===== src/sv/flae_pkg.sv =====
// package for the frame luma auto exposure unit
// types, constants and helper functions; no dependencies
package flae_pkg;

  localparam int unsigned MaxWidth   = 4096;
  localparam int unsigned MaxHeight  = 4096;
  localparam int unsigned SampleStep = 16;
  localparam int unsigned PosW       = $clog2(MaxWidth) + 1;
  localparam int unsigned SumW       = 24;
  localparam int unsigned CntW       = 17;

  typedef enum logic [2:0] {
    REG_WIDTH     = 3'd0,
    REG_HEIGHT    = 3'd1,
    REG_EXP_MIN   = 3'd2,
    REG_EXP_MAX   = 3'd3,
    REG_GAIN_MAX  = 3'd4,
    REG_EXP_START = 3'd5,
    REG_GAIN_START = 3'd6
  } reg_idx_e;

  typedef enum logic [2:0] {
    ACT_BRIGHT_HOLD = 3'd0,
    ACT_DEADBAND    = 3'd1,
    ACT_WAIT        = 3'd2,
    ACT_EXP_UP      = 3'd3,
    ACT_GAIN_UP     = 3'd4,
    ACT_LIMIT       = 3'd5,
    ACT_GAIN_DOWN   = 3'd6,
    ACT_EXP_DOWN    = 3'd7
  } action_e;

  typedef enum logic [2:0] {
    ST_IDLE,
    ST_DIV_AVG,
    ST_MUL_PCT,
    ST_DIV_PCT,
    ST_REG,
    ST_OUT
  } state_e;

  typedef struct packed {
    logic           start;
    logic [SumW-1:0] dividend;
    logic [CntW-1:0] divisor;
  } div_req_t;

  typedef struct packed {
    logic            done;
    logic [SumW-1:0] quotient;
  } div_rsp_t;

  // 5 and 6 bit color widening, v*255/max
  function automatic logic [7:0] widen5(input logic [4:0] v);
    logic [12:0] p;
    p = {5'd0, v, 3'd0} + {5'd0, v, 3'd0} + {5'd0, v, 3'd0} + 13'd0;
    p = 13'({v, 8'd0} - {8'd0, v});
    return 8'(p / 13'd31);
  endfunction

  function automatic logic [7:0] widen6(input logic [5:0] v);
    logic [13:0] p;
    p = 14'({v, 8'd0} - {8'd0, v});
    return 8'(p / 14'd63);
  endfunction

endpackage


===== src/sv/flae_divider.sv =====
// restoring divider, one quotient bit per cycle
// depends on flae_pkg
module flae_divider (
  input  logic              clk_i,
  input  logic              rst_ni,
  input  flae_pkg::div_req_t req_i,
  output flae_pkg::div_rsp_t rsp_o
);
  localparam int unsigned NW = flae_pkg::SumW;
  localparam int unsigned DW = flae_pkg::CntW;

  logic [NW-1:0] quo_q, quo_d;
  logic [DW:0]   rem_q, rem_d;
  logic [DW-1:0] den_q, den_d;
  logic [$clog2(NW+1)-1:0] cnt_q, cnt_d;
  logic busy_q, busy_d, done_q, done_d;
  logic [DW:0] shifted, diff;

  always_comb begin
    shifted = {rem_q[DW-1:0], quo_q[NW-1]};
    diff    = shifted - {1'b0, den_q};
    quo_d = quo_q; rem_d = rem_q; den_d = den_q; cnt_d = cnt_q;
    busy_d = busy_q; done_d = 1'b0;
    if (req_i.start) begin
      quo_d = req_i.dividend; rem_d = '0; den_d = req_i.divisor;
      cnt_d = ($clog2(NW+1))'(NW); busy_d = 1'b1;
    end else if (busy_q) begin
      if (!diff[DW]) begin
        rem_d = diff;
        quo_d = {quo_q[NW-2:0], 1'b1};
      end else begin
        rem_d = shifted;
        quo_d = {quo_q[NW-2:0], 1'b0};
      end
      cnt_d = cnt_q - 1'b1;
      if (cnt_q == ($clog2(NW+1))'(1)) begin
        busy_d = 1'b0; done_d = 1'b1;
      end
    end
  end

  always_ff @(posedge clk_i or negedge rst_ni) begin
    if (!rst_ni) begin
      busy_q <= 1'b0; done_q <= 1'b0; cnt_q <= '0;
    end else begin
      busy_q <= busy_d; done_q <= done_d; cnt_q <= cnt_d;
    end
  end

  always_ff @(posedge clk_i) begin
    quo_q <= quo_d; rem_q <= rem_d; den_q <= den_d;
  end

  assign rsp_o.done     = done_q;
  assign rsp_o.quotient = quo_q;
endmodule


===== config.mk =====
export PLATFORM = sky130hd
export DESIGN_NAME = flae_divider
export DESIGN_NICKNAME = d
export VERILOG_FILES = /design/src/sv/flae_pkg.sv /design/src/sv/flae_divider.sv
export SDC_FILE = /design/constraint.sdc
export NUM_CORES = 1
export LEC_CHECK = 0
export ABC_CLOCK_PERIOD_IN_PS = 5300
export BUFFER_PORTS_ARGS = -buffer_cell sky130_fd_sc_hd__buf_4
export CORE_ASPECT_RATIO = 1.1
export CORE_MARGIN = 3
export CORE_UTILIZATION = 35
export CTS_BUF_LIST = sky130_fd_sc_hd__clkbuf_8
export CTS_CLUSTER_SIZE = 40
export DETAILED_ROUTE_END_ITERATION = 12
export GPL_ROUTABILITY_DRIVEN = 0
export PLACE_DENSITY = 0.53
export SETUP_SLACK_MARGIN = 0.3
export SYNTH_ARGS = -nofsm -noshare
export SYNTH_HDL_FRONTEND = slang
export SYNTH_SLANG_ARGS = --single-unit
export TNS_END_PERCENT = 1

===== constraint.sdc =====
create_clock -name clk_i -period 5.3 [get_ports clk_i]
set_clock_uncertainty 0.05 [all_clocks]
set_input_delay 0.53 -clock clk_i [delete_from_list [all_inputs] [get_ports clk_i]]
set_output_delay 0.53 -clock clk_i [all_outputs]
set_load 0.05 [all_outputs]

# After elaboration in Yosys (flattened, before gate mapping)
# Cells that the tools add are included.
[op_classes]
add_sub_neg = 2
n_mul = 0
div_mod_pow = 0
n_lt_le_gt_ge = 0
n_eq_ne = 1
n_shift = 0
muxes = 12
n_bitwise = 0
reduce_logical = 1
[ops]
columns = ["operator", "count"]
rows = [
  ["$mux W24", 2],
  ["$sub A18 B17 Y18", 1],
  ["$mux W17", 1],
  ["$mux W5", 2],
  ["$mux W1", 7],
  ["$eq A5 B1 Y1 const B", 1],
  ["$sub A5 B1 Y5 const B", 1],
  ["$reduce_bool A2 Y1", 1],
]
[word_totals]
reg_bits = 65
latchBits = 0
ram_bits = 0
romBits = 0
in_bits = 44
output_inout_bits = 25
elab_cells = 22
n_memories = 0

# Logic depth before layout (Yosys ltp)
[depth]
depth_word = 4
mapped_depth = 11

# Worst setup path before layout
# No wires, ideal clock.
[synth_timing]
path_kind = "register to register"
startpoint = "register quo_q[23]"
endpoint = "register rem_q[16]"
arrival_time_ns = 2.588
t_required_ns = 5.162
setup_slack_ns = 2.574
stages_incl_launch_ff = 11
synth_period_minus_slack_ns = 2.726
path_cell_list = "edfxtp_1 > inv_1 > ha_1 > fa_1 > nor2b_1 > o2111ai_1 > nand4b_1 > and4_1 > a2111oi_0 > or3_1 > a311oi_2"
[synth_between]
elab_chain_cells = 2
[synth_lines]
columns = ["item", "line", "source"]
rows = [
  ["from (decl)", "flae_divider.sv:12", "logic [NW-1:0] quo_q, quo_d;"],
  ["from (signal assigned)", "flae_divider.sv:51", "quo_q <= quo_d; rem_q <= rem_d; den_q <= den_d;"],
  ["$sub A18 B17 Y18", "flae_divider.sv:21", "diff = shifted - {1'b0, den_q};"],
  ["$mux W17", "flae_divider.sv:28", "if (!diff[DW]) begin"],
  ["to (signal assigned)", "flae_divider.sv:51", ""],
  ["to (decl)", "flae_divider.sv:13", "logic [DW:0] rem_q, rem_d;"],
]
# Every way passes these cells.
# A chain may end at the register's enable or synchronous reset.

# Worst setup path in the final report
[layout_timing]
startpoint = "register den_q[7]"
endpoint = "register rem_q[8]"
[layout_between]
elab_chain_cells = 2
[layout_lines]
columns = ["item", "line", "source"]
rows = [
  ["from (decl)", "flae_divider.sv:14", "logic [DW-1:0] den_q, den_d;"],
  ["from (signal assigned)", "flae_divider.sv:51", ""],
  ["$sub A18 B17 Y18", "flae_divider.sv:21", ""],
  ["$mux W17", "flae_divider.sv:28", ""],
]
# Every way passes these cells.

==> report_table.html <==
<table>
<tr><th>Metric</th><th>Value</th></tr>
<tr><th colspan="2">Status</th></tr>
<tr><td>Outcome</td><td>complete, no violations</td></tr>
<tr><th colspan="2">Synthesis</th></tr>
<tr><td>Synthesized netlist net count</td><td>approximately 420</td></tr>
<tr><td>Portion of the post-synthesis area used by sequential elements</td><td>between 40% and 50%</td></tr>
<tr><td>Syn. warnings</td><td>0</td></tr>
<tr><td>Async SR Flop Fraction</td><td>about 11%</td></tr>
<tr><td>Post-Syn Area per Cell</td><td>10.7 um2</td></tr>
<tr><td>Post-Syn Instances</td><td>354</td></tr>
<tr><td>Number of library cell types mapped by synthesis</td><td>67</td></tr>
<tr><td>Number of synthesized flops with an enable pin</td><td>roughly 40</td></tr>
<tr><td>Leading cell type by number of instances after synthesis</td><td>sky130_fd_sc_hd__edfxtp_1</td></tr>
<tr><td>Largest area contributor in the synthesized netlist</td><td>sky130_fd_sc_hd__edfxtp_1</td></tr>
<tr><td>Share of the synthesized area in the top cell type</td><td>between 30% and 40%</td></tr>
<tr><td>Cell types occupying the most area after synthesis</td><td>sky130_fd_sc_hd__edfxtp_1, sky130_fd_sc_hd__dfxtp_1, sky130_fd_sc_hd__mux2_2</td></tr>
<tr><td>Most instantiated flip-flop cell in the synthesis netlist</td><td>sky130_fd_sc_hd__edfxtp_1</td></tr>
<tr><td>Area of the mapped netlist</td><td>3790 um2</td></tr>
<tr><td>Most frequent cells after synthesis</td><td>sky130_fd_sc_hd__edfxtp_1, sky130_fd_sc_hd__nor2_1, sky130_fd_sc_hd__nand2_1</td></tr>
<tr><td>Flip-flop and latch count after synthesis</td><td>65</td></tr>
<tr><th colspan="2">STA</th></tr>
<tr><td>Worst relative slew slack</td><td>28.3%</td></tr>
<tr><td>Fin Hold WS</td><td>304 ps</td></tr>
<tr><td>Unrepaired setup endpoints after global routing</td><td>no</td></tr>
<tr><td>Final-report hold violation count</td><td>0</td></tr>
<tr><td>Fraction of the cycle the final worst path needs</td><td>54.6%</td></tr>
<tr><td>Setup TNS</td><td>0 ps</td></tr>
<tr><td>Final-report max-slew violation count</td><td>0</td></tr>
<tr><td>Count of final setup violators</td><td>0</td></tr>
<tr><td>Fin crit period</td><td>2890 ps</td></tr>
<tr><td>Worst-margin pin slew</td><td>between 1000 and 1500 ps</td></tr>
<tr><td>Upper clock frequency limit</td><td>346 MHz</td></tr>
<tr><th colspan="2">Global route</th></tr>
<tr><td>Initial antenna violation count</td><td>0</td></tr>
<tr><td>Routing usage on met1</td><td>19.4%</td></tr>
<tr><td>Met3 Usage GRT</td><td>just over 5%</td></tr>
<tr><td>Via count of the first global-routing pass</td><td>3058</td></tr>
<tr><td>First-pass GRT wire length</td><td>15.3 mm</td></tr>
<tr><td>Largest net degree at the start of global routing</td><td>37</td></tr>
<tr><td>Global Route met2 Usage</td><td>26.7%</td></tr>
<tr><td>Total routing usage reported by global routing</td><td>16.0%</td></tr>
<tr><td>Top Usage Layer GRT</td><td>met2</td></tr>
<tr><td>Global route overflow</td><td>0</td></tr>
<tr><th colspan="2">Floorplan</th></tr>
<tr><td>DIE HEIGHT</td><td>115 um</td></tr>
<tr><td>Number of primary I/O pins</td><td>69</td></tr>
<tr><td>Initial core utilization</td><td>36.1%</td></tr>
<tr><td>Die area</td><td>12100 um2</td></tr>
<tr><td>Die outline width</td><td>105 um</td></tr>
<tr><td>Std-Cell Core Area</td><td>10500 um2</td></tr>
<tr><td>Core Rows</td><td>39</td></tr>
<tr><th colspan="2">CTS</th></tr>
<tr><td>Count of H-tree levels built during CTS</td><td>3</td></tr>
<tr><td>Clock latency at the later pin of the worst-skew pair</td><td>roughly 350 ps</td></tr>
<tr><td>CTS buffer count</td><td>9</td></tr>
<tr><td>Max Buffers Root-to-Sink</td><td>2</td></tr>
<tr><td>TritonCTS sink count</td><td>65</td></tr>
<tr><td>CTS Root Buffer Type</td><td>sky130_fd_sc_hd__clkbuf_8</td></tr>
<tr><td>Register clock-pin slew on the reported worst setup and hold paths</td><td>80 ps</td></tr>
<tr><td>TritonCTS clock tree</td><td>built</td></tr>
<tr><th colspan="2">Final layout</th></tr>
<tr><td>Number of diodes added for antenna fixing</td><td>0</td></tr>
<tr><td>Final Instance Area</td><td>4600 um2</td></tr>
<tr><td>Area occupied by registers</td><td>approximately 1700 um2</td></tr>
<tr><td>Multi-input gate area in the final layout</td><td>around 1800 um2</td></tr>
<tr><td>Fraction of final layout cells sized beyond drive strength 1</td><td>slightly below 30%</td></tr>
<tr><td>Fin cells</td><td>564</td></tr>
<tr><td>Layout filler cell count</td><td>1012</td></tr>
<tr><td>Net total in the final layout</td><td>480</td></tr>
<tr><td>Layout overhead on the synthesized area</td><td>21.4%</td></tr>
<tr><th colspan="2">Drt</th></tr>
<tr><td>DR pass1 iterations</td><td>4</td></tr>
<tr><td>Number of vias per cell</td><td>between 5 and 6</td></tr>
<tr><td>Final WL</td><td>9.20 mm</td></tr>
<tr><td>Avg WL per Cell</td><td>16.3 um</td></tr>
<tr><td>Initial DRC Count</td><td>152</td></tr>
<tr><td>Total number of vias</td><td>2983</td></tr>
<tr><td>Drt drc</td><td>0</td></tr>
<tr><td>ANT nets after route</td><td>0</td></tr>
<tr><th colspan="2">Critical path</th></tr>
<tr><td>Classification of the worst setup path</td><td>reg2reg</td></tr>
<tr><td>Master of the slowest instance on the critical path</td><td>sky130_fd_sc_hd__o311ai_4</td></tr>
<tr><td>Category of the worst setup path launch point</td><td>flip-flop</td></tr>
<tr><td>CP peak stage delay</td><td>approximately 630 ps</td></tr>
<tr><td>Capturing element type of the critical path</td><td>flip-flop</td></tr>
<tr><td>Critical Path Fanout Max</td><td>12</td></tr>
<tr><td>Critical Path AT</td><td>between 3000 and 4000 ps</td></tr>
<tr><td>Cell breakdown of the critical path</td><td>inv_1 -&gt; ha_1 -&gt; and3_1 -&gt; a221oi_2 -&gt; nand2_1 -&gt; a21o_4 -&gt; o311ai_4 -&gt; nor2_4 -&gt; o311a_1</td></tr>
<tr><td>Req. time, crit path</td><td>around 5500 ps</td></tr>
<tr><th colspan="2">Power and ir drop</th></tr>
<tr><td>Total power divided by cell area</td><td>between 200 and 300 nW/um2</td></tr>
<tr><td>Leakage power total</td><td>1.92 nW</td></tr>
<tr><td>Largest voltage drop on the vdd net</td><td>around 0.16 mV</td></tr>
<tr><th colspan="2">Worst hold path</th></tr>
<tr><td>Hold/Removal Path Class</td><td>in2reg</td></tr>
<tr><th colspan="2">Place</th></tr>
<tr><td>Number of placed cells counting well taps</td><td>547</td></tr>
<tr><td>Area of placed instances</td><td>4390 um2</td></tr>
<tr><td>Post-detail-place hpwl</td><td>6.58 mm</td></tr>
<tr><td>Count of input and output buffers</td><td>68</td></tr>
<tr><th colspan="2">Job</th></tr>
<tr><td>Max-cap violation count</td><td>0</td></tr>
</table>
## cells in the final DEF, fill, tap and decap left out, types with 6 or more instances in the layout
master and n:
sky130_fd_sc_hd__clkbuf_8 9, sky130_fd_sc_hd__xnor2_1 12, sky130_fd_sc_hd__dfxtp_1 17, sky130_fd_sc_hd__nor2_1 28
sky130_fd_sc_hd__nand2_1 25, sky130_fd_sc_hd__nand3_1 10, sky130_fd_sc_hd__dfrtp_1 7, sky130_fd_sc_hd__nand4_1 6
sky130_fd_sc_hd__nor3_1 6, sky130_fd_sc_hd__o21ai_0 8, sky130_fd_sc_hd__ha_1 19, sky130_fd_sc_hd__a21oi_1 15
sky130_fd_sc_hd__o21ai_1 7, sky130_fd_sc_hd__buf_4 70, sky130_fd_sc_hd__edfxtp_1 41, sky130_fd_sc_hd__mux2_2 23
sky130_fd_sc_hd__inv_1 24
## power by group
part           switching (mW)  internal [mW]
combinational           0.158          0.107
sequential             0.0224          0.581
clock                   0.213          0.221
total                   0.393          0.909
## kinds of logic after synthesis
family / share of synthesized area (%)
multiplexers: 6.84
AND/OR/NAND/NOR: 13.1
buffers and inverters: 5.25
adder cells (fa/ha/maj): 6.80
AO/OA/AOI/OAI: 18.5
flip-flops: 46.1
XOR/XNOR: 3.47
## metal layers
metal | wire length, um | vias to the layer above
met2 | 4390 | 95
met1 | 4060 | 1412
li1 | - | 1463
met5 | 0 | -
met3 | 568 | 13
met4 | 172 | 0
## final cells by class
cell class	instances	share of cell area, %
timing repair buffer	71	11.6
sequential	65	38.0
tap	143	3.89
clock buffer	9	2.69
inverter	25	2.04
multi-input combinational	244	40.1
clock inverter	7	1.71
## flip-flops by register name, indices dropped and copies added, names as in the netlist
register and cells:
busy_q 1, rem_q 17, done_q 1, cnt_q 5
den_q 17, quo_q 24
## final timing paths
check                         start  endpoint  slack [ps]  cells past startpoint
setup / recovery           den_q[7]  rem_q[8]        2410                      9
hold / removal             req_i[5]  den_q[5]         300                      1
setup reg to reg           den_q[7]  rem_q[8]        2410                      9
hold reg to reg            rem_q[5]  rem_q[5]         470                      2
max in group asynchronous    rst_ni    busy_q        4600                      2
min in group asynchronous    rst_ni  cnt_q[0]         470                      2
## stage by stage
| step | total power [mW] | worst slack, ps | utilization, % |
|---|---|---|---|
| 2_1_floorplan | 0.794 | 2570 | - |
| 3_3_place_gp | 0.880 | 2460 | 41.8 |
| 3_5_place_dp | 0.881 | 2420 | 41.8 |
| 4_1_cts | 1.32 | 2400 | 43.9 |
| 5_1_grt | 1.37 | 2210 | 43.9 |
| 6_report | 1.30 | 2410 | 43.9 |
## worst max-delay path, delay by kind of cell (launching register included)
kind,cells,cell delay [ps]
buffers and inverters,1,40
adders and majority gates,1,360
AOI/OAI and AO/OA,4,1450
DFF,1,330
and+or+nand+nor,3,560
## what timing repair did
| item | 4_1_cts | 5_1_grt |
|---|---|---|
| resized for setup | 0 | 0 |
| buffers inserted | 0 | 0 |
| endpoints found under the hold margin | 7 | 0 |
| hold buffers | 1 | 0 |
(Power assumes the default switching activity.)
